===== src/rtl/pdo_pkg.sv =====
// Shared payload types and constants of the PPS disciplined oscillator PID unit.
`default_nettype none

package pdo_pkg;

  localparam logic [2:0] OUTCOME_STORED  = 3'd0;
  localparam logic [2:0] OUTCOME_STEPPED = 3'd1;
  localparam logic [2:0] OUTCOME_STEERED = 3'd2;
  localparam logic [2:0] OUTCOME_RANGE   = 3'd3;
  localparam logic [2:0] OUTCOME_HOUSE   = 3'd4;

  localparam logic [2:0] REG_TICKS = 3'd0;
  localparam int unsigned NUM_GAINS = 6;

  localparam logic [31:0] TICKS_RESET = 32'd10000000;
  // Reciprocal of 1000 scaled by 2^38; the product shifted down by 38 is exact for any 32-bit
  // value.
  localparam logic [31:0] RANGE_RECIP = 32'd274877907;
  localparam logic [11:0] DAC_MAX     = 12'd4095;
  localparam logic signed [33:0] STEP_LIMIT = 34'sd10000;

  typedef struct packed {
    logic        kind;
    logic [31:0] capture_value;
    logic [31:0] counter_now;
  } in_item_t;

  typedef struct packed {
    logic [2:0]  outcome;
    logic        dac_write;
    logic [11:0] dac_value;
    logic        counter_load;
    logic [31:0] counter_new;
    logic        reschedule;
    logic        pulse_present;
  } out_item_t;

endpackage

`default_nettype wire


===== src/rtl/pdo_div.sv =====
// Bit-serial restoring divider giving the remainder, one quotient bit per cycle.
`default_nettype none

module pdo_div (
  input  logic        clk,
  input  logic        rst_n,
  input  logic        start,
  input  logic [32:0] dividend,
  input  logic [31:0] divisor,
  output logic        busy,
  output logic [31:0] remainder
);

  logic [32:0] q_r, q_nxt;
  logic [31:0] rem_r, rem_nxt;
  logic [31:0] dvs_r;
  logic [5:0]  cnt_r;
  logic        busy_r;
  logic [32:0] trial;
  logic [32:0] diff;
  logic        ge;

  always_comb begin
    trial   = {rem_r, q_r[32]};
    ge      = trial >= {1'b0, dvs_r};
    diff    = trial - {1'b0, dvs_r};
    rem_nxt = ge ? diff[31:0] : trial[31:0];
    q_nxt   = {q_r[31:0], ge};
  end

  always_ff @(posedge clk) begin
    if (!rst_n) begin
      busy_r <= 1'b0;
      cnt_r  <= '0;
    end else if (start) begin
      busy_r <= 1'b1;
      cnt_r  <= '0;
      q_r    <= dividend;
      rem_r  <= '0;
      dvs_r  <= divisor;
    end else if (busy_r) begin
      q_r   <= q_nxt;
      rem_r <= rem_nxt;
      cnt_r <= cnt_r + 6'd1;
      if (cnt_r == 6'd32) begin
        busy_r <= 1'b0;
      end
    end
  end

  assign busy      = busy_r;
  assign remainder = rem_r;

endmodule

`default_nettype wire


===== src/rtl/pdo_mul.sv =====
// Shift-and-add signed multiplier returning floor(a * g / 2^16) for a Q16.16 gain.
`default_nettype none

module pdo_mul (
  input  logic               clk,
  input  logic               rst_n,
  input  logic               start,
  input  logic signed [47:0] a,
  input  logic signed [31:0] g,
  output logic               busy,
  output logic signed [63:0] term
);

  logic signed [79:0] m_r;
  logic signed [79:0] acc_r, acc_nxt;
  logic [31:0]        g_r;
  logic [4:0]         cnt_r;
  logic               busy_r;

  // The top bit of the gain has negative weight, so its partial product is subtracted.
  always_comb begin
    acc_nxt = acc_r;
    if (g_r[0]) begin
      acc_nxt = (cnt_r == 5'd31) ? acc_r - m_r : acc_r + m_r;
    end
  end

  always_ff @(posedge clk) begin
    if (!rst_n) begin
      busy_r <= 1'b0;
      cnt_r  <= '0;
    end else if (start) begin
      busy_r <= 1'b1;
      cnt_r  <= '0;
      m_r    <= 80'(a);
      g_r    <= g;
      acc_r  <= '0;
    end else if (busy_r) begin
      acc_r <= acc_nxt;
      m_r   <= m_r <<< 1;
      g_r   <= g_r >> 1;
      cnt_r <= cnt_r + 5'd1;
      if (cnt_r == 5'd31) begin
        busy_r <= 1'b0;
      end
    end
  end

  assign busy = busy_r;
  assign term = acc_r[79:16];

endmodule

`default_nettype wire


===== src/rtl/pps_disciplined_oscillator_pid_unit.sv =====
// Top level of the PPS disciplined oscillator controller with cascaded phase and period PIDs.
//
// Usage: each input transfer on in_* carries either a 1PPS capture (kind 0) or a
// housekeeping tick (kind 1), and produces exactly one result transfer on out_*.
// Configuration registers are written through cfg_* (index 0 ticks per second, which
// also reloads the period setpoint, then the six Q16.16 gains); cfg_ready is always
// high and writes are meant to happen while the block is idle.
// A housekeeping tick or a first capture goes straight to the output register. Any
// other capture first takes a serial remainder against ticks per second; one that
// steps the counter then finishes. A capture that runs the loops passes through the
// phase PID and the period range check, and through the period PID as well when it
// steers; each PID term is a shift-and-add multiply on the one shared multiplier.
// The period window, a thousandth of ticks per second, comes from a constant
// reciprocal product and is combinational. in_ready is high only while the sequencer
// is idle, so no new item is taken until the last one is finished. The finished
// result sits in an output register; the sequencer returns to idle as soon as it has
// been placed there, so a stalled receiver holds only that register, and a further
// result waits in the sequencer until the register is free. Synchronous active-low
// reset clears all loop state, sets ticks per second to ten million and all gains to zero.
`default_nettype none

module pps_disciplined_oscillator_pid_unit (
  input  logic               clk,
  input  logic               rst_n,
  input  logic               in_valid,
  output logic               in_ready,
  input  pdo_pkg::in_item_t  in_data,
  output logic               out_valid,
  input  logic               out_ready,
  output pdo_pkg::out_item_t out_data,
  input  logic               cfg_valid,
  output logic               cfg_ready,
  input  logic [2:0]         cfg_index,
  input  logic [31:0]        cfg_data
);

  import pdo_pkg::*;

  typedef enum logic [3:0] {
    ST_IDLE, ST_DIV_PHASE, ST_WAIT_PHASE, ST_MUL_GO, ST_MUL_WAIT,
    ST_SETPT, ST_RANGE, ST_DRIVE, ST_OUT
  } state_t;

  function automatic logic [47:0] sat48(input logic signed [48:0] v);
    if (v[48] != v[47]) begin
      return v[48] ? {1'b1, 47'b0} : {1'b0, {47{1'b1}}};
    end
    return v[47:0];
  endfunction

  function automatic logic [31:0] clamp32(input logic signed [65:0] v);
    if (v > 66'sh7FFFFFFF) begin
      return 32'h7FFFFFFF;
    end
    if (v < -66'sh80000000) begin
      return 32'h80000000;
    end
    return v[31:0];
  endfunction

  state_t state_r;

  logic [31:0]        tps_r;
  logic [31:0]        gain_r [NUM_GAINS];
  logic [31:0]        last_cap_r;
  logic signed [31:0] phase_prev_r;
  logic signed [47:0] phase_sum_r;
  logic [32:0]        setpoint_r;
  logic signed [31:0] period_prev_r;
  logic signed [47:0] period_sum_r;
  logic               pulse_seen_r;
  logic [11:0]        drive_r;

  logic [31:0]        now_r;
  logic [31:0]        period_r;
  logic signed [33:0] err_r;
  logic signed [34:0] der_r;
  logic signed [65:0] pid_r;
  logic [1:0]         k_r;
  logic               loop_r;
  out_item_t          res_r;
  out_item_t          out_r;
  logic               out_valid_r;

  // Shared units.
  logic               div_start;
  logic [32:0]        div_dividend;
  logic [31:0]        div_divisor;
  logic               div_busy;
  logic [31:0]        div_rem;
  logic               mul_start;
  logic signed [47:0] mul_a;
  logic signed [31:0] mul_g;
  logic               mul_busy;
  logic signed [63:0] mul_term;
  logic [2:0]         gain_sel;

  // Per-state arithmetic.
  logic signed [33:0] perr;
  logic               small_err;
  logic [63:0]        win_prod;
  logic [31:0]        win_half;
  logic [32:0]        win_lo, win_hi;
  logic               in_window;
  logic signed [33:0] per_diff;
  logic signed [31:0] per_err;
  logic signed [31:0] trim;
  logic signed [33:0] sp;
  logic signed [65:0] pid_sum;
  logic [11:0]        drive_val;

  logic in_xfer, out_xfer, out_free;

  assign in_ready  = (state_r == ST_IDLE);
  assign cfg_ready = 1'b1;
  assign in_xfer   = in_valid && in_ready;
  assign out_xfer  = out_valid_r && out_ready;
  assign out_free  = !out_valid_r || out_ready;
  assign out_valid = out_valid_r;
  assign out_data  = out_r;

  // Nearest whole second: remainder of capture plus half a second.
  assign div_start    = (state_r == ST_DIV_PHASE);
  assign div_dividend = {1'b0, last_cap_r} + {2'b0, tps_r[31:1]};
  assign div_divisor  = (tps_r == '0) ? 32'd1 : tps_r;

  // The phase error is half a second minus the remainder, which avoids rebuilding the rounded value.
  assign perr      = $signed({3'b0, tps_r[31:1]}) - $signed({2'b0, div_rem});
  assign small_err = (perr <= STEP_LIMIT) && (perr >= -STEP_LIMIT);

  assign gain_sel  = (loop_r ? 3'd3 : 3'd0) + {1'b0, k_r};
  assign mul_start = (state_r == ST_MUL_GO);
  assign mul_g     = gain_r[gain_sel];
  always_comb begin
    unique case (k_r)
      2'd0:    mul_a = 48'(err_r);
      2'd1:    mul_a = loop_r ? period_sum_r : phase_sum_r;
      default: mul_a = 48'(der_r);
    endcase
  end
  assign pid_sum = pid_r + 66'(mul_term);

  // A thousandth of ticks per second always fits in 26 bits.
  assign win_prod  = {32'b0, tps_r} * {32'b0, RANGE_RECIP};
  assign win_half  = {6'b0, win_prod[63:38]};
  assign win_lo    = {1'b0, tps_r} - {1'b0, win_half};
  assign win_hi    = {1'b0, tps_r} + {1'b0, win_half};
  assign in_window = ({1'b0, period_r} > win_lo) && ({1'b0, period_r} < win_hi);
  assign per_diff  = $signed({1'b0, setpoint_r}) - $signed({2'b0, period_r});
  assign per_err   = clamp32(66'(per_diff));
  assign trim      = clamp32(pid_r);
  assign sp        = $signed({2'b0, tps_r}) + 34'(trim);

  // The drive code is the period loop sum held to the DAC range.
  always_comb begin
    priority if (pid_r < 0) begin
      drive_val = '0;
    end else if (pid_r > 66'(DAC_MAX)) begin
      drive_val = DAC_MAX;
    end else begin
      drive_val = pid_r[11:0];
    end
  end

  pdo_div u_div (
    .clk       (clk),
    .rst_n     (rst_n),
    .start     (div_start),
    .dividend  (div_dividend),
    .divisor   (div_divisor),
    .busy      (div_busy),
    .remainder (div_rem)
  );

  pdo_mul u_mul (
    .clk   (clk),
    .rst_n (rst_n),
    .start (mul_start),
    .a     (mul_a),
    .g     (mul_g),
    .busy  (mul_busy),
    .term  (mul_term)
  );

  always_ff @(posedge clk) begin
    if (!rst_n) begin
      state_r       <= ST_IDLE;
      tps_r         <= TICKS_RESET;
      for (int i = 0; i < NUM_GAINS; i++) begin
        gain_r[i] <= '0;
      end
      last_cap_r    <= '0;
      phase_prev_r  <= '0;
      phase_sum_r   <= '0;
      setpoint_r    <= {1'b0, TICKS_RESET};
      period_prev_r <= '0;
      period_sum_r  <= '0;
      pulse_seen_r  <= 1'b0;
      drive_r       <= '0;
      out_valid_r   <= 1'b0;
      k_r           <= '0;
      loop_r        <= 1'b0;
    end else begin
      if (cfg_valid && cfg_ready) begin
        if (cfg_index == REG_TICKS) begin
          tps_r      <= cfg_data;
          setpoint_r <= {1'b0, cfg_data};
        end else if (cfg_index <= 3'(NUM_GAINS)) begin
          gain_r[cfg_index - 3'd1] <= cfg_data;
        end
      end
      // A result placed in the output register in the same cycle keeps out_valid high.
      if (out_xfer && state_r != ST_OUT) begin
        out_valid_r <= 1'b0;
      end

      unique case (state_r)
        ST_IDLE: begin
          if (in_xfer) begin
            now_r <= in_data.counter_now;
            if (in_data.kind) begin
              res_r <= '{outcome: OUTCOME_HOUSE, dac_value: drive_r, reschedule: 1'b1,
                         pulse_present: pulse_seen_r, default: '0};
              pulse_seen_r <= 1'b0;
              state_r      <= ST_OUT;
            end else begin
              res_r <= '{outcome: OUTCOME_STORED, dac_value: drive_r, default: '0};
              pulse_seen_r <= 1'b1;
              last_cap_r   <= in_data.capture_value;
              period_r     <= in_data.capture_value - last_cap_r;
              if (last_cap_r == '0) begin
                state_r <= ST_OUT;
              end else begin
                state_r <= ST_DIV_PHASE;
              end
            end
          end
        end
        ST_DIV_PHASE: state_r <= ST_WAIT_PHASE;
        ST_WAIT_PHASE: begin
          if (!div_busy) begin
            if (!small_err) begin
              res_r <= '{outcome: OUTCOME_STEPPED, dac_value: drive_r, counter_load: 1'b1,
                         counter_new: now_r + perr[31:0], reschedule: 1'b1, default: '0};
              last_cap_r   <= now_r + perr[31:0];
              phase_prev_r <= '0;
              phase_sum_r  <= '0;
              state_r      <= ST_OUT;
            end else begin
              phase_sum_r <= sat48(49'(phase_sum_r) + 49'(perr));
              err_r       <= perr;
              der_r       <= 35'(perr) - 35'(phase_prev_r);
              pid_r       <= '0;
              k_r         <= '0;
              loop_r      <= 1'b0;
              state_r     <= ST_MUL_GO;
            end
          end
        end
        ST_MUL_GO: state_r <= ST_MUL_WAIT;
        ST_MUL_WAIT: begin
          if (!mul_busy) begin
            pid_r <= pid_sum;
            if (k_r == 2'd2) begin
              state_r <= loop_r ? ST_DRIVE : ST_SETPT;
            end else begin
              k_r     <= k_r + 2'd1;
              state_r <= ST_MUL_GO;
            end
          end
        end
        ST_SETPT: begin
          setpoint_r   <= sp[33] ? '0 : sp[32:0];
          phase_prev_r <= err_r[31:0];
          state_r      <= ST_RANGE;
        end
        ST_RANGE: begin
          if (!div_busy) begin
            if (in_window) begin
              period_sum_r <= sat48(49'(period_sum_r) + 49'(per_err));
              err_r        <= 34'(per_err);
              der_r        <= 35'(per_err) - 35'(period_prev_r);
              pid_r        <= '0;
              k_r          <= '0;
              loop_r       <= 1'b1;
              state_r      <= ST_MUL_GO;
            end else begin
              res_r.outcome <= OUTCOME_RANGE;
              state_r       <= ST_OUT;
            end
          end
        end
        ST_DRIVE: begin
          drive_r       <= drive_val;
          res_r         <= '{outcome: OUTCOME_STEERED, dac_write: 1'b1, dac_value: drive_val,
                             default: '0};
          period_prev_r <= err_r[31:0];
          state_r       <= ST_OUT;
        end
        ST_OUT: begin
          if (out_free) begin
            out_r       <= res_r;
            out_valid_r <= 1'b1;
            state_r     <= ST_IDLE;
          end
        end
        default: state_r <= ST_IDLE;
      endcase
    end
  end

`ifndef SYNTHESIS
  a_dac_only_steered: assert property (@(posedge clk) disable iff (!rst_n)
    out_valid && out_data.dac_write |-> out_data.outcome == OUTCOME_STEERED)
    else $error("DAC write without steering");
  a_load_reschedules: assert property (@(posedge clk) disable iff (!rst_n)
    out_valid && out_data.counter_load |-> out_data.reschedule)
    else $error("counter load without reschedule");
  a_busy_after_take: assert property (@(posedge clk) disable iff (!rst_n)
    in_valid && in_ready |=> !in_ready)
    else $error("accepted a second item while busy");
  a_units_idle: assert property (@(posedge clk) disable iff (!rst_n)
    in_ready |-> !mul_busy)
    else $error("multiplier still busy while idle");
`endif

endmodule

`default_nettype wire


===== config.mk =====
export PLATFORM = sky130hd
export DESIGN_NAME = pps_disciplined_oscillator_pid_unit
export DESIGN_NICKNAME = d
export VERILOG_FILES = /design/src/rtl/pdo_pkg.sv /design/src/rtl/pdo_div.sv /design/src/rtl/pdo_mul.sv /design/src/rtl/pps_disciplined_oscillator_pid_unit.sv
export SDC_FILE = /design/constraint.sdc
export NUM_CORES = 2
export LEC_CHECK = 0
export BUFFER_PORTS_ARGS = -buffer_cell sky130_fd_sc_hd__clkbuf_2
export CORE_MARGIN = 2
export CORE_UTILIZATION = 61
export DETAILED_ROUTE_END_ITERATION = 8
export PLACE_DENSITY = 0.78
export RECOVER_POWER = 25
export SLEW_MARGIN = 30
export SYNTH_ARGS = -nofsm -noshare
export SYNTH_HDL_FRONTEND = slang
export SYNTH_SLANG_ARGS = --single-unit

===== constraint.sdc =====
create_clock -name clk -period 23.4 [get_ports clk]
set_input_delay 4.68 -clock clk [delete_from_list [all_inputs] [get_ports clk]]
set_output_delay 4.68 -clock clk [all_outputs]
set_load 0.01 [all_outputs]

==> impl_metrics.py <==
metrics = {
    "yosys": {
        "yosys_register_bits": 1135,
        "mappedNetlistArea_um2": 92900,
        "synth-xor-area-share": 0.0568,
        "synth_area_leader_cell": "edfxtp_1",
        "yosysSeqAreaShare": 0.336,
        "synthCells": 9908,
        "yosys_warnings": 0,
        "synthTopCellsByCount": "ha_1, inv_1, nor2_1",
        "synthMostInstantiatedCell": "ha_1",
        "synth_top_cells_by_area": "edfxtp_1, ha_1, fa_1, dfxtp_1, a21oi_1",
        "synthFlopType": "edfxtp_1",
        "number_of_enable_flip_flop_cells_after_synthesis": 844,
        "yosys.cell_types.count": 92,
        "post_synth_fa_ha_maj_area_fraction": 0.215,
        "asyncSetResetFlopFracSynth": 0,
        "netlist.area_leader.share": 0.273,
        "largest_family_of_logic_cells_by_synthesized_area": "adder cells",
        "synth_compound_area_frac": 0.177,
        "synth_mux_area_frac": 0.0299,
        "postSynthAreaPerCell_um2": 9.37,
        "synth_simple_gate_area_frac": 0.131,
        "postSynthNetCount": 11400,
    },
    "worst_setup_path": {
        "cp_max_fo": 48,
        "critical-path-top-cell-by-count": "fa_1",
        "highest_cell_delay_on_the_worst_timing_path_ns": 1.22,
        "critical_path.endpoint_type": "flip-flop",
        "critical_path.top_delay_family": "compound AO/OA/AOI/OAI gates",
        "worstPathRequired_ns": 23.90,
        "crit_arrival_ns": 15.89,
        "worstSetupStartpointType": "flip-flop",
        "worst_path_max_delay_cell": "clkbuf_1",
        "timing.setup.critical_path_class": "flip-flop to flip-flop",
        "worst-path-buf-inv": 9,
    },
    "clocking": {
        "ctsRootBufferMaster": "clkbuf_16",
        "post_cts_resize_count": 0,
        "htree_num_levels": 4,
        "cts-buffers-inserted": 131,
        "cts_num_sinks": 1135,
        "insertion_delay_of_the_later_clocked_pin_in_the_worst_skew_pair_ns": 0.82,
        "cts_tree": "yes",
        "holdBufCountCts": 0,
        "cts_buffer_depth": 3,
        "cts_post_setup_buffers_inserted": 0,
        "cts.clk_slew.worst_paths_ns": 0.06,
    },
    "global_route": {
        "grt_first_pass_wirelength_um": 457000,
        "globalRoute.totalOverflow": 0,
        "pin_count_of_the_biggest_net_entering_global_routing": 93,
        "first_global_vias": 75400,
        "grt_usage": 0.386,
        "antenna_found_initial": 7,
    },
    "timing": {
        "report.final.hold_viol_count": 0,
        "timing.final.crit_share": 0.658,
        "fmax_ghz": 0.0650,
        "setup_repair_after_global_routing_missed_its_margin": "false",
        "final_skew_ns": 0.0483,
        "report.final.setup_viol": 0,
        "tightest_slew_ns": 3.72,
        "finalSetupTns_ns": 0,
        "hold_slack_ns": 0.408,
        "post_route_minimum_period_ns": 15.39,
        "finalMaxSlewViolations": 899,
        "maxSlewHeadroom": -1.48,
    },
    "outcome": {
        "failed_checks": "max-capacitance violations, max-slew violations",
        "outcome": "finished, violations left",
    },
    "detailed_routing": {
        "postRouteAntennaNets": 0,
        "first_iter_violations": 8843,
        "drc": 0,
        "routed.top_layer": "met5",
        "routed-via-count": 78300,
        "wl_um": 306000,
        "vias_per_cell": 6.45,
        "drt-wirelength-per-cell_um": 25.2,
        "met2_length_um": 135000,
        "wl_met1_um": 118000,
        "dr.pass1.iters": 8,
        "met3_length_um": 30200,
    },
    "place": {
        "gpl.final_weighted_congestion": 1.01,
        "placedInstanceArea_um2": 96300,
        "count_of_buffers_inserted_at_the_top_level_ports": 157,
        "dp.final_hpwl_um": 230000,
    },
    "die": {
        "floorplan.initialDensity": 0.613,
        "rows": 143,
        "floorplan.die.width_um": 394,
        "die_area_um2": 155000,
        "ios": 159,
        "core_region_area_um2": 152000,
        "floorplan.die.height_um": 394,
    },
    "worst_hold_path": {
        "min_path_type": "flip-flop to flip-flop",
    },
    "cells_and_area": {
        "seq_cell_area_um2": 31200,
        "post_route_cells_drive_above_1_share": 0.0695,
        "post-route-cell-area_um2": 101000,
        "combined_area_of_the_multi_input_logic_cells_um2": 56900,
        "fill_cells": 12000,
        "synth_to_final_area_change_pct": 8.80,
        "final_layout_net_count": 11500,
    },
    "power_and_ir_drop": {
        "vdd_drop_max_uv": 176,
        "leakagePower_nw": 44.3,
        "power.density_nw_per_um2": 68.3,
    },
    "run": {
        "maxCapViolations": 19,
    },
}
## area by class of cell
| cell class | instances | share of cell area |
|---|---|---|
| flip-flops and latches | 1135 | 0.309 |
| clock inverters | 72 | 0.0108 |
| clock buffers | 172 | 0.0363 |
| inverters | 1004 | 0.0374 |
| repair buffers | 306 | 0.0190 |
| well taps | 2030 | 0.0251 |
| multi-input cells | 7425 | 0.563 |
| diodes | 2 | 0.0000495 |
## per-stage QoR
step | instances | worst slack (ns) | utilization | power [mW]
3_3_place_gp | 11900 | 8.36 | 0.635 | 4.57
4_1_cts | 12100 | 8.24 | 0.667 | 6.88
6_report | 12100 | 8.01 | 0.667 | 6.90
2_1_floorplan | 9908 | 5.05 | - | 3.95
3_5_place_dp | 11900 | 8.30 | 0.636 | 4.63
5_1_grt | 12100 | 7.37 | 0.667 | 7.24
## routing by layer
layer  track usage  vias up
li1              -    35600
met5             0        -
met2         0.597     4067
met3        0.0728      943
met4         0.247        4
met1         0.499    37700
## registers in the layout, indices dropped and copies added (netlist names), 33 cells and up
register / count
res_r: 51
phase_sum_r: 48
der_r: 34
setpoint_r: 33
err_r: 33
u_mul.acc_r: 80
period_sum_r: 48
pid_r: 66
u_mul.m_r: 80
out_data: 51
gain_r: 256
u_div.q_r: 33
## kinds of logic after synthesis
kind of cell,after synthesis
adder cells (fa/ha/maj),1413
flip-flops,1135
AO/OA/AOI/OAI,2548
multiplexers,191
XOR/XNOR,602
other,1
buffers and inverters,1348
AND/OR/NAND/NOR,2670
## cell usage in the layout, fill, tap and decap left out, types with 105 or more instances in the layout
cell	count
inv_1	1001
buf_4	116
o21bai_1	105
clkbuf_16	137
fa_1	313
nand4_1	107
a31oi_1	128
o21ai_0	487
nor3_1	146
dfxtp_1	290
nand2_1	763
ha_1	1064
nand3_1	150
xor2_1	190
xnor2_1	411
edfxtp_1	844
nor2_1	940
a21oi_1	769
a21o_1	387
clkbuf_2	141
## power breakdown
part | internal, mW | total, mW | switching [mW]
clock | 1.33 | 2.26 | 0.929
combinational | 0.920 | 2.36 | 1.44
sequential | 2.24 | 2.29 | 0.0485
## final timing paths
check                       to  slack (ns)       from  depth (start not counted)
hold / removal    out_data[35]        0.41  res_r[35]                          0
setup reg to reg     pid_r[63]        8.01   tps_r[1]                         53
hold reg to reg   out_data[35]        0.41  res_r[35]                          0
setup / recovery     pid_r[63]        8.01   tps_r[1]                         53
Power figures use the tool's default switching activity.
